**config.mk**
```make
export PLATFORM = sky130hd
export DESIGN_NAME = bnms_iou
export DESIGN_NICKNAME = d
export VERILOG_FILES = /design/src/design/bnms_pkg.sv /design/src/design/bnms_iou.sv
export SDC_FILE = /design/constraint.sdc
export NUM_CORES = 2
export LEC_CHECK = 0
export BUFFER_PORTS_ARGS = -buffer_cell sky130_fd_sc_hd__buf_2
export CAP_MARGIN = 30
export CORE_UTILIZATION = 60
export DETAILED_ROUTE_END_ITERATION = 6
export PLACE_DENSITY = 0.87
export REMOVE_ABC_BUFFERS = 1
export SLEW_MARGIN = 20
export SYNTH_ARGS = -nofsm -noshare
export SYNTH_HDL_FRONTEND = slang
export SYNTH_SLANG_ARGS = --single-unit
```
**constraint.sdc**
```tcl
create_clock -name i_clk -period 7 [get_ports i_clk]
set_clock_uncertainty 0.15 [all_clocks]
set_input_delay 1.4 -clock i_clk [delete_from_list [all_inputs] [get_ports i_clk]]
set_output_delay 1.4 -clock i_clk [all_outputs]
set_load 0.1 [all_outputs]
```
**src/design/bnms_pkg.sv**
```systemverilog
// Shared types, register map and helpers for the box suppression block.
// No dependencies; imported by bnms_iou, the top level and the testbench.
package bnms_pkg;

    typedef struct packed {
        logic signed [17:0] left;
        logic signed [17:0] top;
        logic signed [17:0] right;
        logic signed [17:0] bottom;
    } t_box;

    // one candidate list entry, as stored in the candidate RAM
    typedef struct packed {
        t_box        box;
        logic [15:0] score;
        logic [11:0] number;
    } t_cand;

    typedef struct packed {
        logic        has_box;
        logic [11:0] number;
        logic [15:0] left;
        logic [15:0] top;
        logic [15:0] right;
        logic [15:0] bottom;
        logic [15:0] score;
    } t_result;

    // IoU unit status back to the sequencer
    typedef struct packed {
        logic done;
        logic suppress;
    } t_iou_stat;

    localparam logic [2:0] REG_SCORE_THR   = 3'd0;
    localparam logic [2:0] REG_OVERLAP_THR = 3'd1;
    localparam logic [2:0] REG_CAND_LIMIT  = 3'd2;
    localparam logic [2:0] REG_KEEP_LIMIT  = 3'd3;
    localparam logic [2:0] REG_REPORT_THR  = 3'd4;
    localparam logic [2:0] REG_REGION_W    = 3'd5;
    localparam logic [2:0] REG_REGION_H    = 3'd6;

    // positive extent hi - lo, zero when empty
    function automatic logic [17:0] f_span(input logic signed [17:0] lo,
                                           input logic signed [17:0] hi);
        logic signed [18:0] d;
        d = 19'(hi) - 19'(lo);
        return (hi > lo) ? d[17:0] : 18'd0;
    endfunction

endpackage

```
**src/design/bnms_iou.sv**
```systemverilog
// Five-stage IoU overlap test: spans, areas, union, threshold products, compare.
// Depends on bnms_pkg.
module bnms_iou (
    input  logic                 i_clk,
    input  logic                 i_rst_n,
    input  logic                 i_start,
    input  bnms_pkg::t_box       i_a,
    input  bnms_pkg::t_box       i_b,
    input  logic [15:0]          i_thr,
    output bnms_pkg::t_iou_stat  o_stat
);
    import bnms_pkg::*;

    logic signed [17:0] il, ir, it, ib;
    logic [17:0] r_w1, r_h1, r_w2, r_h2, r_iw, r_ih;
    logic [35:0] r_a1, r_a2, r_in2;
    logic [36:0] r_uni;
    logic [35:0] r_in3, r_in4;
    logic [33:0] r_pl;
    logic [34:0] r_ph;
    logic        r_sup;
    logic [4:0]  r_v;

    assign il = (i_a.left > i_b.left) ? i_a.left : i_b.left;
    assign ir = (i_a.right < i_b.right) ? i_a.right : i_b.right;
    assign it = (i_a.top > i_b.top) ? i_a.top : i_b.top;
    assign ib = (i_a.bottom < i_b.bottom) ? i_a.bottom : i_b.bottom;

    always_ff @(posedge i_clk) begin
        // stage 1: extents
        r_w1 <= f_span(i_a.left, i_a.right);
        r_h1 <= f_span(i_a.top, i_a.bottom);
        r_w2 <= f_span(i_b.left, i_b.right);
        r_h2 <= f_span(i_b.top, i_b.bottom);
        r_iw <= f_span(il, ir);
        r_ih <= f_span(it, ib);
        // stage 2: areas
        r_a1  <= r_w1 * r_h1;
        r_a2  <= r_w2 * r_h2;
        r_in2 <= r_iw * r_ih;
        // stage 3: union
        r_uni <= 37'(r_a1) + 37'(r_a2) - 37'(r_in2);
        r_in3 <= r_in2;
        // stage 4: threshold times union, split in two halves
        r_pl  <= i_thr * r_uni[17:0];
        r_ph  <= i_thr * r_uni[36:18];
        r_in4 <= r_in3;
        // stage 5: inter * 2^16 > thr * union
        r_sup <= 53'({r_in4, 16'd0}) > ({r_ph, 18'd0} + 53'(r_pl));
    end

    always_ff @(posedge i_clk) begin
        if (!i_rst_n) begin
            r_v <= '0;
        end else begin
            r_v <= {r_v[3:0], i_start};
        end
    end

    assign o_stat.done     = r_v[4];
    assign o_stat.suppress = r_sup;
endmodule

```
==> summary.md <==
| Metric | Value |
|---|---|
| Setup TNS | 0 ps |
| Setup violators final | 0 |
| Startpoint Class | input port |
| Register area | 8070 sq um |
| CP top delay family | adder cells |
| DRC errors left | 0 |
| Ys async rst share | 0% |
| Least-Margin Pin Slew | approximately 960 ps |
| Multi-input gate area | approximately 56000 sq um |
| Met2 usage | ~56% |
| Total of max-cap violations | 0 |
| Post-DP HPWL | 162000 um |
| WS Path Type | in2reg |
| Most common cell after layout, fill and taps aside | inv_1 |
| Worst slew margin | a little over a third |
| Gpl congestion | approximately 0.99 |
| Post-synth EDFFs | 0 |
| Largest net degree at the start of global routing | 27 |
| CTS clk-pin slew, worst paths | around 70 ps |
| Overall die height | ~350 um |
| DRT iter0 DRCs | approximately 4700 |
| Crit path max fanout | 7 |
| CTS root buf | clkbuf_16 |
| Drt via density | between 5 and 6 |
| Top Usage Layer GRT | met2 |
| Initial antenna violation count | 5 |
| HP Class | reg2reg |
| Syn Std Cell Area | roughly 71000 sq um |
| Layout cells sized above 1 | a little under a tenth |
| Number of global-route vias before repair | around 62000 |
| CP endpoint kind | flop |
| Yosys cell types | 81 |
| Worst Path Buf+Inv | 6 |
| Nets | between 10000 and 15000 |
| Synth Flop Type | dfxtp_1 |
| Delay of the slowest critical-path stage | between 500 and 600 ps |
| Final hold vios | 0 |
| CP dominant cell by count | fa_1 |
| Routed WL | slightly below 200000 um |
| Wire per inst | 20.0 um |
| Sequential-to-total area share from yosys stat | a little under an eighth |
| Final Cycle Share | a little over nine tenths |
| IO buf count | approximately 160 |
| Gr usage total | about 33% |
| DP Cell Count | 9790 |
| DIE WIDTH | 346 um |
| Die ar. | ~120000 sq um |
| Max clock buf depth | 3 |
| Final min period | ~7000 ps |
| Syn avg cell area | just under 9 sq um |
| Std cell rows | 125 |
| CP cell instances | clkbuf_4 -> buf_12 -> buf_8 -> nand2_1 -> fa_1 -> fa_2 -> fa_2 -> inv_1 -> fa_1 -> fa_1 -> inv_2 -> fa_1 -> inv_2 -> ha_4 -> a21oi_2 -> o21ai_2 -> or2_4 -> a211o_1 -> nand3_2 -> a31oi_4 -> o2bb2ai_2 -> or4_4 -> a31oi_4 -> xnor2_1 |
| Placeable Area | 117000 sq um |
| Fillers | around 8400 |
| Hold_buf cts | 0 |
| #FFs+latches synth | 400 |
| Vias | 56900 |
| Synth top area share | a little over a third |
| Clk_lat worst skew | 630 ps |
| Met1 Use GR | slightly below 40% |
| Outcome | finished, final reports clean |
| CTS tree | done |
| Non-Filler Instances | ~10000 |
| Gr ovfl total | 0 |
| Data arrival, critical path | around 7300 ps |
| H-tree depth | 2 |
| Unrepaired setup endpoints after global routing | true |
| Critical path's slowest cell | fa_1 |
| I/O pins | ~170 |
| Most frequent cells in the layout | inv_1, fa_1, nand2_1 |
| First-pass GRT wire length | between 300000 and 400000 um |
| Cell count after synthesis | between 8000 and 9000 |
| Synth Warn # | 0 |
| Ranking of synthesized cells by area | fa_1, ha_1, dfxtp_1 |
| CTS Buf Count | 45 |
| TritonRoute pass-1 iters | 7 |
| FMAX | 145 MHz |
| Initial Util | between 60% and 70% |
| Clock sink count | 400 |
| ANT nets after route | 0 |
| CP required | 7350 ps |
| Leading area contributor after synthesis | fa_1 |
| Slew Limit Fails | 0 |
| Layout area overhead | 9.61% |
| Met3 Usage GRT | around 5.7% |
-- synth_stat cells, drive strengths merged, types with 37 or more instances --
cell type  instances
nor3              69
inv             1747
dfxtp            400
xnor2            169
clkbuf           264
nand2           1003
xor2             102
nand4             39
and2             713
fa              1269
a21oi            250
nor2             244
nor2b             54
o21ai            152
a21o             142
ha               810
o21a              45
nand2b            37
nand3             49
a31oi             37
-- flip-flops by register name (all words and copies together) (netlist names) --
name,flops
r_uni,37
r_w1,18
r_iw,18
r_a2,36
r_pl,34
r_sup,1
r_w2,18
r_h1,18
r_a1,36
r_ih,18
r_in4,36
r_in3,36
r_h2,18
r_in2,36
r_ph,35
r_v,5
-- per-stage QoR --
stage                     hold slack (ps)  utilization [%]  worst slack, ps  instance area (sq um)
after detailed placement              163             64.8             -715                  75700
final                                 168             66.7             96.1                  77900
after global routing                  175             66.7            -82.3                  77900
after CTS                             165             66.2             3.74                  77400
after global placement                161             64.8             -632                  75700
after floorplan                       160                -             -462                  70100
-- per-layer routing --
metal | part of all wire (%) | vias to the layer above
li1 | - | 25100
met1 | 37 | 27900
met2 | 47 | 3005
met3 | 8.4 | 830
met4 | 7.5 | 8
met5 | 0.024 | -
-- cells by family (layout without fill, tap and decap cells) --
family / count (synthesis) / count (layout) / share of synthesized area (%)
AOI/OAI and AO/OA: 849 / 849 / 7.84
xor gates and xnor gates: 271 / 271 / 3.34
adders and majority gates: 2079 / 2079 / 50.0
buffers and inverters: 2018 / 2371 / 10.7
DFF: 400 / 400 / 11.3
muxes: 67 / 67 / 1.00
other: 0 / 3 / 0
and+or+nand+nor: 2320 / 2320 / 15.9
-- worst paths after layout --
kind	start	to	slack (ps)	cells after the start
worst max-delay path	i_thr[3]	r_ph[34]	100	24
worst min-delay path	r_in3[32]	r_in4[32]	170	0
worst max register to register	r_iw[7]	r_in2[28]	150	24
worst min register to register	r_in3[32]	r_in4[32]	170	0
-- area by class of cell --
| type | instances | share of cell area (%) |
|---|---|---|
| Multi-Input combinational cell | 5586 | 71.7 |
| Timing Repair Buffer | 540 | 4.97 |
| Antenna cell | 3 | 0.00963 |
| Clock inverter | 28 | 0.519 |
| Sequential cell | 400 | 10.4 |
| Inverter | 1747 | 8.41 |
| Tap cell | 1524 | 2.45 |
| Clock buffer | 56 | 1.60 |
-- repair_timing --
item | in CTS | in global routing
pin swaps | 1 | 55
gates resized for setup | 4 | 158
setup buffers | 0 | 5
endpoints found under the setup margin | 6 | 49
cloned | 0 | 1
Power is not shown: default switching activity piles up to over one toggle a cycle in this logic, so the estimate is an artifact.
