==> src/design/bnms_ram.sv <==
// Generic simple dual-port RAM: one write port, one registered read port.
// No dependencies.
module bnms_ram #(
    parameter int W  = 8,
    parameter int D  = 64,
    parameter int AW = (D > 1) ? $clog2(D) : 1
) (
    input  logic          i_clk,
    input  logic          i_we,
    input  logic [AW-1:0] i_waddr,
    input  logic [W-1:0]  i_wdata,
    input  logic [AW-1:0] i_raddr,
    output logic [W-1:0]  o_rdata
);
    logic [W-1:0] r_mem [D];
    logic [W-1:0] r_rdata;

    always_ff @(posedge i_clk) begin
        if (i_we) begin
            r_mem[i_waddr] <= i_wdata;
        end
        r_rdata <= r_mem[i_raddr];
    end

    assign o_rdata = r_rdata;
endmodule

==> config.mk <==
export PLATFORM = sky130hd
export DESIGN_NAME = bnms_ram
export DESIGN_NICKNAME = d
export VERILOG_FILES = /design/src/design/bnms_ram.sv
export SDC_FILE = /design/constraint.sdc
export NUM_CORES = 1
export LEC_CHECK = 0
export BUFFER_PORTS_ARGS = -buffer_cell sky130_fd_sc_hd__buf_4
export CAP_MARGIN = 20
export CORE_MARGIN = 2
export CORE_UTILIZATION = 60
export DETAILED_ROUTE_END_ITERATION = 8
export GPL_TIMING_DRIVEN = 1
export PLACE_DENSITY_LB_ADDON = 0.15
export SYNTH_ARGS = -nofsm -noshare
export SYNTH_HDL_FRONTEND = slang
export SYNTH_SLANG_ARGS = --single-unit
==> constraint.sdc <==
create_clock -name i_clk -period 3.35 [get_ports i_clk]
set_input_delay 0.5025 -clock i_clk [delete_from_list [all_inputs] [get_ports i_clk]]
set_output_delay 0.5025 -clock i_clk [all_outputs]
set_load 0.01 [all_outputs]
==> flow_summary.ini, run 1 <==
[power]
total_power_mw = 13.8
peakVddDrop_uv = 455
power_density_of_the_placed_cells_nw_per_um2 = 597
static-leakage-power_nw = 7.39

[setup_path]
setup.worst_path.start_class = primary input
worstSetupPathType = in2reg
worstPathMaxFanout = 35
r2r_cells = 5
worstSetupEndpointType = flip-flop
reg2reg_to = o_rdata[4]
crit-reg2reg-launch = r_mem[17][4]
r2r_setup_slack_ps = 1300
arrival_ps = 2660
crit_required_ps = 3790

[timing]
final-hold-violation-count = 0
relSlewSlack = 0.399
fin_crit_sh = 0.663
final_max_slew_viol_count = 0
report.final.setup_viol = 0
fin_worst_skew_ps = 18.3
rsz0062_at_grt = false
post-route-min-period_ps = 2220
worst_slew_pin_slew_ps = 898
final.setup.tns_ps = 0
fmax_mhz = 450

[synthesis]
combinational_family_with_the_most_area_after_synthesis = multiplexers
synth-adder-area-share = 0
dominant_cells_by_area_after_synthesis = edfxtp_1 76%, mux4_2 14%, nor2_1 1.5%
yosysSeqAreaShare = 0.770
post_synth_and_or_nand_nor_area_fraction = 0.0339
post_synth_inst_count = 940
synth-xor-area-share = 0
netlist_area_um2 = 20200
postSynthAreaPerCell_um2 = 21.5
ys_dominant_reg_cell = edfxtp_1
largest_area_contributor_in_the_netlist = edfxtp_1
syn-num-nets = 962
postSynthRegisterBits = 520
yosys_warnings = 0
synth_enable_flop_cells = 512
synth_top_area_frac = 0.762
asyncSetResetFlopFracSynth = 0
synth_compound_gate_area_share = 0.0207
synth.mux.area_fraction = 0.159
netlist-cell-type-count = 40

[clock_network]
cts_made_buffers = 51
cts_root_buffer = clkbuf_16
cts_resized = 0
worst_setup_hold_path_clk_slew_ps = 70
htreeDepth = 2
cts_setup_buffers = 0
cts-hold-fix-buffers = 0
clock_latency_ps = 560
tritoncts = built
cts-root-to-sink-buffers = 3
numClockSinks = 520

[min_path]
worst_hold_path_type = in2reg
min_path_cells = 3
start_point_of_the_worst_min_delay_path = i_raddr[5]
whs_endpoint = o_rdata[0]

[die]
die_w_um = 187
area_of_the_die_um2 = 35100
initial_utilization = 0.606
fp-row-count = 67
core_area_um2 = 33300
pin_count = 30
dieHeight_um = 187

[drt]
post_drt_via_cell_ratio = 6.42
remaining_drc_errors = 0
drt-pass1-iter-count = 5
vias = 9881
detailedRoute.firstIterationViolations = 1194
remaining_antenna_violation_count = 0
detail_route.wl_per_cell_um = 28.6
routed_wl_um = 44000

[final_layout]
final_nets = 1072
fillers = 2048
synthToLayoutAreaGrowth_pct = 14.3
final_core_util = 0.692
antenna-diode-count = 0
post_route_cells_drive_above_1_share = 0.306

[global_route]
grt_antenna_before_repair = 0
grt_first_pass_wirelength_um = 65200
grt_start_max_net_pins = 65
grt.overflow.total = 0
first_global_vias = 9855
grt_use_total = 0.257

[run]
max_cap_viol_count = 0

[status]
outcome = completed

[placement]
hpwl_um = 26700
io_buffer_count = 29
gp_congestion = 0.807
-- metrics by stage --
step | hold slack [ps] | setup WS [ps] | instance area, um2 | instances
6_report | 305 | 1130 | 23000 | 1540
5_1_grt | 304 | 953 | 23000 | 1540
3_3_place_gp | 795 | 388 | 21300 | 1445
3_5_place_dp | 824 | 474 | 21300 | 1445
4_1_cts | 282 | 1050 | 23000 | 1540
2_1_floorplan | 601 | 1180 | 20200 | 940
-- power breakdown --
part	internal [mW]	switching, mW	total (mW)	leakage [nW]
registers	7.20	0.0238	7.22	4.67
clock network	3.50	2.35	5.86	0.852
logic	0.275	0.411	0.686	1.86
total	11.0	2.79	13.8	7.39
-- flip-flops by register name (all words and copies together), names as in the netlist --
register	count
o_rdata	8
r_mem	512
-- synth_stat cells (11+ instances only) --
cell type  count
nand3_1       13
mux2i_1       23
nor2b_1       14
buf_2         11
buf_4         13
mux4_2       126
mux2_2        13
nand2_1       19
clkbuf_1      17
nor2_1        83
edfxtp_1     512
-- metal layers --
metal	up-vias	GRT usage	part of all wire
li1	4148	-	-
met1	5251	0.390	0.42
met2	425	0.400	0.48
met4	0	0.0614	0.020
met5	-	0	0
met3	57	0.0439	0.074
-- critical path, cell delays in order --
cell and delay [ps]:
buf_4 230, buf_12 290, buf_4 280, mux4_2 310
nor2b_1 140, a2111oi_0 580, buf_4 230, o41ai_1 80
-- worst max-delay path by stage --
stage                     from          to  cells after the start
global route        i_raddr[0]  o_rdata[3]                      6
finish              i_raddr[1]  o_rdata[3]                      8
CTS                 i_raddr[0]  o_rdata[3]                      6
detailed placement  i_raddr[0]  o_rdata[3]                      6
global placement    i_raddr[0]  o_rdata[3]                      6
floorplan           i_raddr[1]  o_rdata[3]                      7
-- area by class of cell --
type	count	area, um2	share of cell area
clock buffers	57	1340	0.0582
clock inverters	38	402	0.0174
multi-input cells	369	4320	0.187
flip-flops and latches	520	15500	0.674
well taps	448	561	0.0243
repair buffers	108	892	0.0387
-- kinds of logic (layout without fill, tap and decap cells) --
| group | count (synthesis) | after routing |
|---|---|---|
| flops | 520 | 520 |
| compound gates | 54 | 54 |
| buf+inv | 51 | 203 |
| mux | 162 | 162 |
| simple gates | 153 | 153 |
-- placed cells by master (no fill, tap or decap), types with 4 or more instances in the layout --
| master | instances |
|---|---|
| o221ai_1 | 8 |
| buf_4 | 101 |
| dfxtp_1 | 8 |
| clkinvlp_4 | 6 |
| nor2b_1 | 14 |
| nand2b_1 | 7 |
| nor2_1 | 83 |
| clkinv_2 | 17 |
| a221oi_1 | 6 |
| clkinv_1 | 6 |
| o22ai_1 | 8 |
| mux4_2 | 126 |
| nand3_1 | 13 |
| a211oi_1 | 4 |
| mux2i_1 | 23 |
| mux2_2 | 13 |
| bufinv_16 | 8 |
| clkbuf_1 | 4 |
| nor3_1 | 7 |
| clkbuf_16 | 53 |
| edfxtp_1 | 512 |
| nand2_1 | 19 |
| buf_12 | 6 |
No activity file was read; power rests on OpenSTA's default activity.
==> run 2: changes to the inputs <==
==> constraint.sdc (replaced) <==
create_clock -name i_clk -period 2.1 [get_ports i_clk]
set_input_delay 0.315 -clock i_clk [delete_from_list [all_inputs] [get_ports i_clk]]
set_output_delay 0.315 -clock i_clk [all_outputs]
set_load 0.01 [all_outputs]
==> run 2 against run 1 <==
  * Count of clock-buffer cells in the layout fell by 1
  * Cell area rose by 1.9%
  * Via count rose by 2.2%
  * Setup slack got worse by 1100 ps
  * Critical path type is now reg2reg
  * Critical endpoint is now o_rdata[6]
  * Largest power group unchanged
  * Highest routed layer unchanged
==> flow_summary.ini, run 2 (synthesis results as in run 1) <==
[run]
max_cap_viol_count = 0

[clock_network]
worst_setup_hold_path_clk_slew_ps = 60
clock_latency_ps = 570
htreeDepth = 2
tritoncts = built
numClockSinks = 520
cts-root-to-sink-buffers = 3
cts-hold-fix-buffers = 0
cts_made_buffers = 50
cts_root_buffer = clkbuf_16

[setup_path]
crit_required_ps = 2550
timing.critical_path.slowest_stage_cell = mux4_2
arrival_ps = 2470
timing.critical_path.slowest_cell_delay_ps = 480
r2r_cells = 5
reg2reg_to = o_rdata[6]
r2r_setup_slack_ps = 80
cp_cell_sequence = mux4_2, mux2_2, o221a_2, nor3_1, o32ai_1
worstSetupPathType = reg2reg
critical_path_depth = 5
setup.worst_path.start_class = flip-flop
worstSetupEndpointType = flip-flop
critical-path-top-delay-family = multiplexers
crit-reg2reg-launch = r_mem[29][6]
worst_setup_path_startpoint = r_mem[29][6]
worstPathMaxFanout = 1
cp.buffers_inverters = 0

[power]
total_power_mw = 22.0
peakVddDrop_uv = 725
static-leakage-power_nw = 7.65
power_density_of_the_placed_cells_nw_per_um2 = 935

[global_route]
grt_use_total = 0.263
grt_antenna_before_repair = 2
first_global_vias = 10100
grt_start_max_net_pins = 65
grt_first_pass_wirelength_um = 66400
grt.overflow.total = 0

[timing]
post-route-min-period_ps = 2020
final_max_slew_viol_count = 0
fin_crit_sh = 0.963
worst_slew_pin_slew_ps = 720
report.final.setup_viol = 0
fmax_mhz = 495
final-hold-violation-count = 0
rsz0062_at_grt = false
fin_worst_skew_ps = 16.9
relSlewSlack = 0.520

[die]
initial_utilization = 0.606
area_of_the_die_um2 = 35100
die_w_um = 187
pin_count = 30
core_area_um2 = 33300
fp-row-count = 67
dieHeight_um = 187

[final_layout]
fillers = 2019
synthToLayoutAreaGrowth_pct = 16.4
post_route_cells_drive_above_1_share = 0.334
flip_flop_count_of_the_largest_register_all_copies_and_words_added = 512
final_nets = 1122
final_cell_mix = 512 x edfxtp_1, 147 x buf_4, 126 x mux4_2
most_flops_register = r_mem
layout.cells.most_common = edfxtp_1
final-instance-count-excl-fill = 1588

[placement]
dpl.cell_count = 1496
io_buffer_count = 29
gp_congestion = 0.820
hpwl_um = 27600

[drt]
detail_route.wl_per_cell_um = 28.0
post_drt_via_cell_ratio = 6.36
detailedRoute.firstIterationViolations = 1304
vias = 10100
remaining_drc_errors = 0
routed_wl_um = 44500
drt-pass1-iter-count = 5
remaining_antenna_violation_count = 0

[min_path]
whs_endpoint = o_rdata[1]
start_point_of_the_worst_min_delay_path = i_raddr[5]
min_path_cells = 3
worst_hold_path_type = in2reg

[status]
outcome = completed
## run 2: changes by cell type in the layout (fill, tap and decap cells not counted), sizes merged
cell	change
clkinv	-2
inv	-1
clkbuf	-1
diode	+1
buf	+51
## run 2: worst reg2reg max path: cells and delay by family, from the launching register on
family | cells | cell delay, ps
AOI/OAI and AO/OA | 2 | 430
and+or+nand+nor | 1 | 330
DFF | 1 | 370
muxes | 2 | 770
## run 2: per-stage QoR
stage	area [um2]	setup TNS, ps	setup slack (ps)	util	hold slack [ps]
2_1_floorplan	20200	0	117	-	414
3_3_place_gp	21700	-1870	-357	0.653	702
3_5_place_dp	21700	-2080	-364	0.653	704
4_1_cts	23500	0	75.2	0.705	101
5_1_grt	23500	0	63.9	0.705	134
6_report	23500	0	78.4	0.705	134
## run 2: timing repair
action / in CTS / in global routing
setup buffers: 0 / 0
resized for setup: 1 / 0
setup endpoints to repair: 1 / 0
## run 2: how the worst max path moves through the flow
| stage | endpoint |
|---|---|
| floorplan | o_rdata[3] |
| global placement | o_rdata[4] |
| detailed placement | o_rdata[4] |
| CTS | o_rdata[4] |
| global route | o_rdata[4] |
| finish | o_rdata[6] |
## run 2: area by class of cell
cell class                 instances  area, um2  area share
sequential                       520      15500       0.662
clock inverter                    35        383      0.0163
timing repair buffer             159       1340      0.0570
antenna                            1       2.50    0.000107
clock buffer                      56       1340      0.0570
multi-input combinational        369       4320       0.184
tap                              448        561      0.0239
## run 2: power by group
part | internal (mW) | switching [mW]
combinational | 0.494 | 0.669
clock | 5.55 | 3.70
sequential | 11.5 | 0.0424
## run 2: per-layer routing
| layer | wire (um) | vias up | global-route usage |
|---|---|---|---|
| li1 | - | 4250 | - |
| met1 | 18300 | 5276 | 0.393 |
| met2 | 21500 | 502 | 0.411 |
| met3 | 3590 | 73 | 0.0422 |
| met4 | 1120 | 0 | 0.0772 |
| met5 | 0 | - | 0 |
==> run 3: changes to the inputs <==
--- a/config.mk
+++ b/config.mk
@@ -8,10 +8,11 @@
 export BUFFER_PORTS_ARGS = -buffer_cell sky130_fd_sc_hd__buf_4
 export CAP_MARGIN = 20
 export CORE_MARGIN = 2
-export CORE_UTILIZATION = 60
+export CORE_UTILIZATION = 25
 export DETAILED_ROUTE_END_ITERATION = 8
 export GPL_TIMING_DRIVEN = 1
 export PLACE_DENSITY_LB_ADDON = 0.15
+export REMOVE_ABC_BUFFERS = 1
 export SYNTH_ARGS = -nofsm -noshare
 export SYNTH_HDL_FRONTEND = slang
 export SYNTH_SLANG_ARGS = --single-unit
==> run 3 against run 2 <==
  * Power increased by 1.3%
  * Fmax increased by 0.80%
  * Die area increased by 140%
  * Worst hold slack improved by 4.3 ps
  * Register-to-register slack improved by 20 ps
  * Sequential share of layout area decreased by 3.2 points
  * Final cell count increased by 42%
  * Flip-flop and latch count unchanged
  * Critical path type unchanged
  * Largest cell class unchanged
  * Largest power group unchanged
  * Highest routed layer unchanged
==> flow_summary.ini, run 3 (synthesis results as in run 1) <==
[status]
outcome = completed

[drt]
post_drt_via_cell_ratio = 4.41
detail_route.wl_per_cell_um = 24.2
drt-pass1-iter-count = 4
vias = 9945
remaining_antenna_violation_count = 0
detailedRoute.firstIterationViolations = 701
routed_wl_um = 54700
remaining_drc_errors = 0

[global_route]
first_global_vias = 10500
grt.overflow.total = 0
grt_use_total = 0.133
grt_first_pass_wirelength_um = 78500
grt_antenna_before_repair = 4
grt_start_max_net_pins = 65

[timing]
fmax_mhz = 499
report.final.setup_viol = 0
final.setup.tns_ps = 0
rsz0062_at_grt = false
final-hold-violation-count = 0
fin_worst_skew_ps = 16.7
final_max_slew_viol_count = 0
post-route-min-period_ps = 2010
layout_setup_ws_ps = 94.4
relSlewSlack = 0.467
worst_slew_pin_slew_ps = 799
fin_crit_sh = 0.955

[power]
total_power_mw = 22.2
static-leakage-power_nw = 7.91
peakVddDrop_uv = 571
power_density_of_the_placed_cells_nw_per_um2 = 902

[setup_path]
arrival_ps = 2490
cp_cell_sequence = mux4_2, mux2_2, o221a_2, nor3_1, buf_4, o32ai_1
worstPathMaxFanout = 1
setup.worst_path.start_class = flip-flop
timing.critical_path.slowest_stage_cell = mux4_2
timing.critical_path.slowest_cell_delay_ps = 470
crit_required_ps = 2590
worstSetupPathType = reg2reg
worstSetupEndpointType = flip-flop

[final_layout]
antenna-diode-count = 0
synthToLayoutAreaGrowth_pct = 22.3
flip_flop_count_of_the_largest_register_all_copies_and_words_added = 512
most_flops_register = r_mem
layout.cell_area.non_filler_um2 = 24700
final_nets = 1175
post_route_cells_drive_above_1_share = 0.352
fillers = 7875
multiInputGateArea_um2 = 4320
sequential_cell_area_um2 = 15500
layout.cells.most_common = edfxtp_1
final_cell_mix = 512 x edfxtp_1, 186 x buf_4, 126 x mux4_2

[clock_network]
htreeDepth = 2
cts-root-to-sink-buffers = 3
cts-hold-fix-buffers = 0
cts_resized = 0
clock_latency_ps = 610
worst_setup_hold_path_clk_slew_ps = 60
cts_root_buffer = clkbuf_16
numClockSinks = 520
tritoncts = built
cts_made_buffers = 57
cts_setup_buffers = 0

[die]
dieHeight_um = 288
fp-row-count = 104
die_w_um = 288
area_of_the_die_um2 = 83000
core_area_um2 = 80200
initial_utilization = 0.252
pin_count = 30

[placement]
hpwl_um = 35500
gp_congestion = 0.730
dpl_worst_slack_ps = -410
detailed_place.area_um2 = 22900
io_buffer_count = 29

[min_path]
worst_hold_path_type = in2reg

[run]
max_cap_viol_count = 0
-- run 3: cell count changes in the layout (fill, tap and decap cells not counted), moves of 2 or more --
cell,delta
clkbuf_1,+14
clkbuf_16,+4
bufinv_16,-5
clkinv_2,-2
buf_12,+7
inv_6,+4
clkinv_1,+2
buf_4,+39
clkinvlp_4,-5
-- run 3: critical path: cells and delay by family, from the launching register on --
kind	cells	cell delay (ps)
compound gates	2	390
simple gates	1	220
buf+inv	1	140
mux	2	780
flops	1	360
-- run 3: final cells by class --
type                            count  share of cell area
Clock buffer                       74              0.0604
Clock inverter                     29             0.00923
Multi-Input combinational cell    369               0.175
Sequential cell                   520               0.630
Tap cell                         1060              0.0538
Timing Repair Buffer              205              0.0718
-- run 3: path summary, 6_finish.rpt --
path	from	endpoint	slack [ps]	depth (start not counted)
setup / recovery	r_mem[28][6]	o_rdata[6]	90	6
hold / removal	i_raddr[5]	o_rdata[6]	140	3
setup reg to reg	r_mem[28][6]	o_rdata[6]	90	6
hold reg to reg	r_mem[31][0]	o_rdata[0]	920	4
-- run 3: routing by layer --
layer / GRT usage / up-vias / wire length, um
met2: 0.223 / 159 / 26800
met1: 0.182 / 5357 / 25000
met5: 0 / - / 0
met3: 0.0209 / 69 / 1820
li1: - / 4360 / -
met4: 0.0312 / 0 / 989
-- run 3: power by group --
group | total (mW) | internal [mW] | switching [mW]
clock network | 9.40 | 5.35 | 4.05
logic | 1.29 | 0.559 | 0.736
registers | 11.5 | 11.5 | 0.0540
-- run 3: metrics by stage --
step                utilization  hold slack [ps]  cells
floorplan                     -              414    889
global placement          0.286              745   2154
detailed placement        0.286              757   2154
CTS                       0.308             98.6   2257
global route              0.308              117   2257
finish                    0.308              138   2257
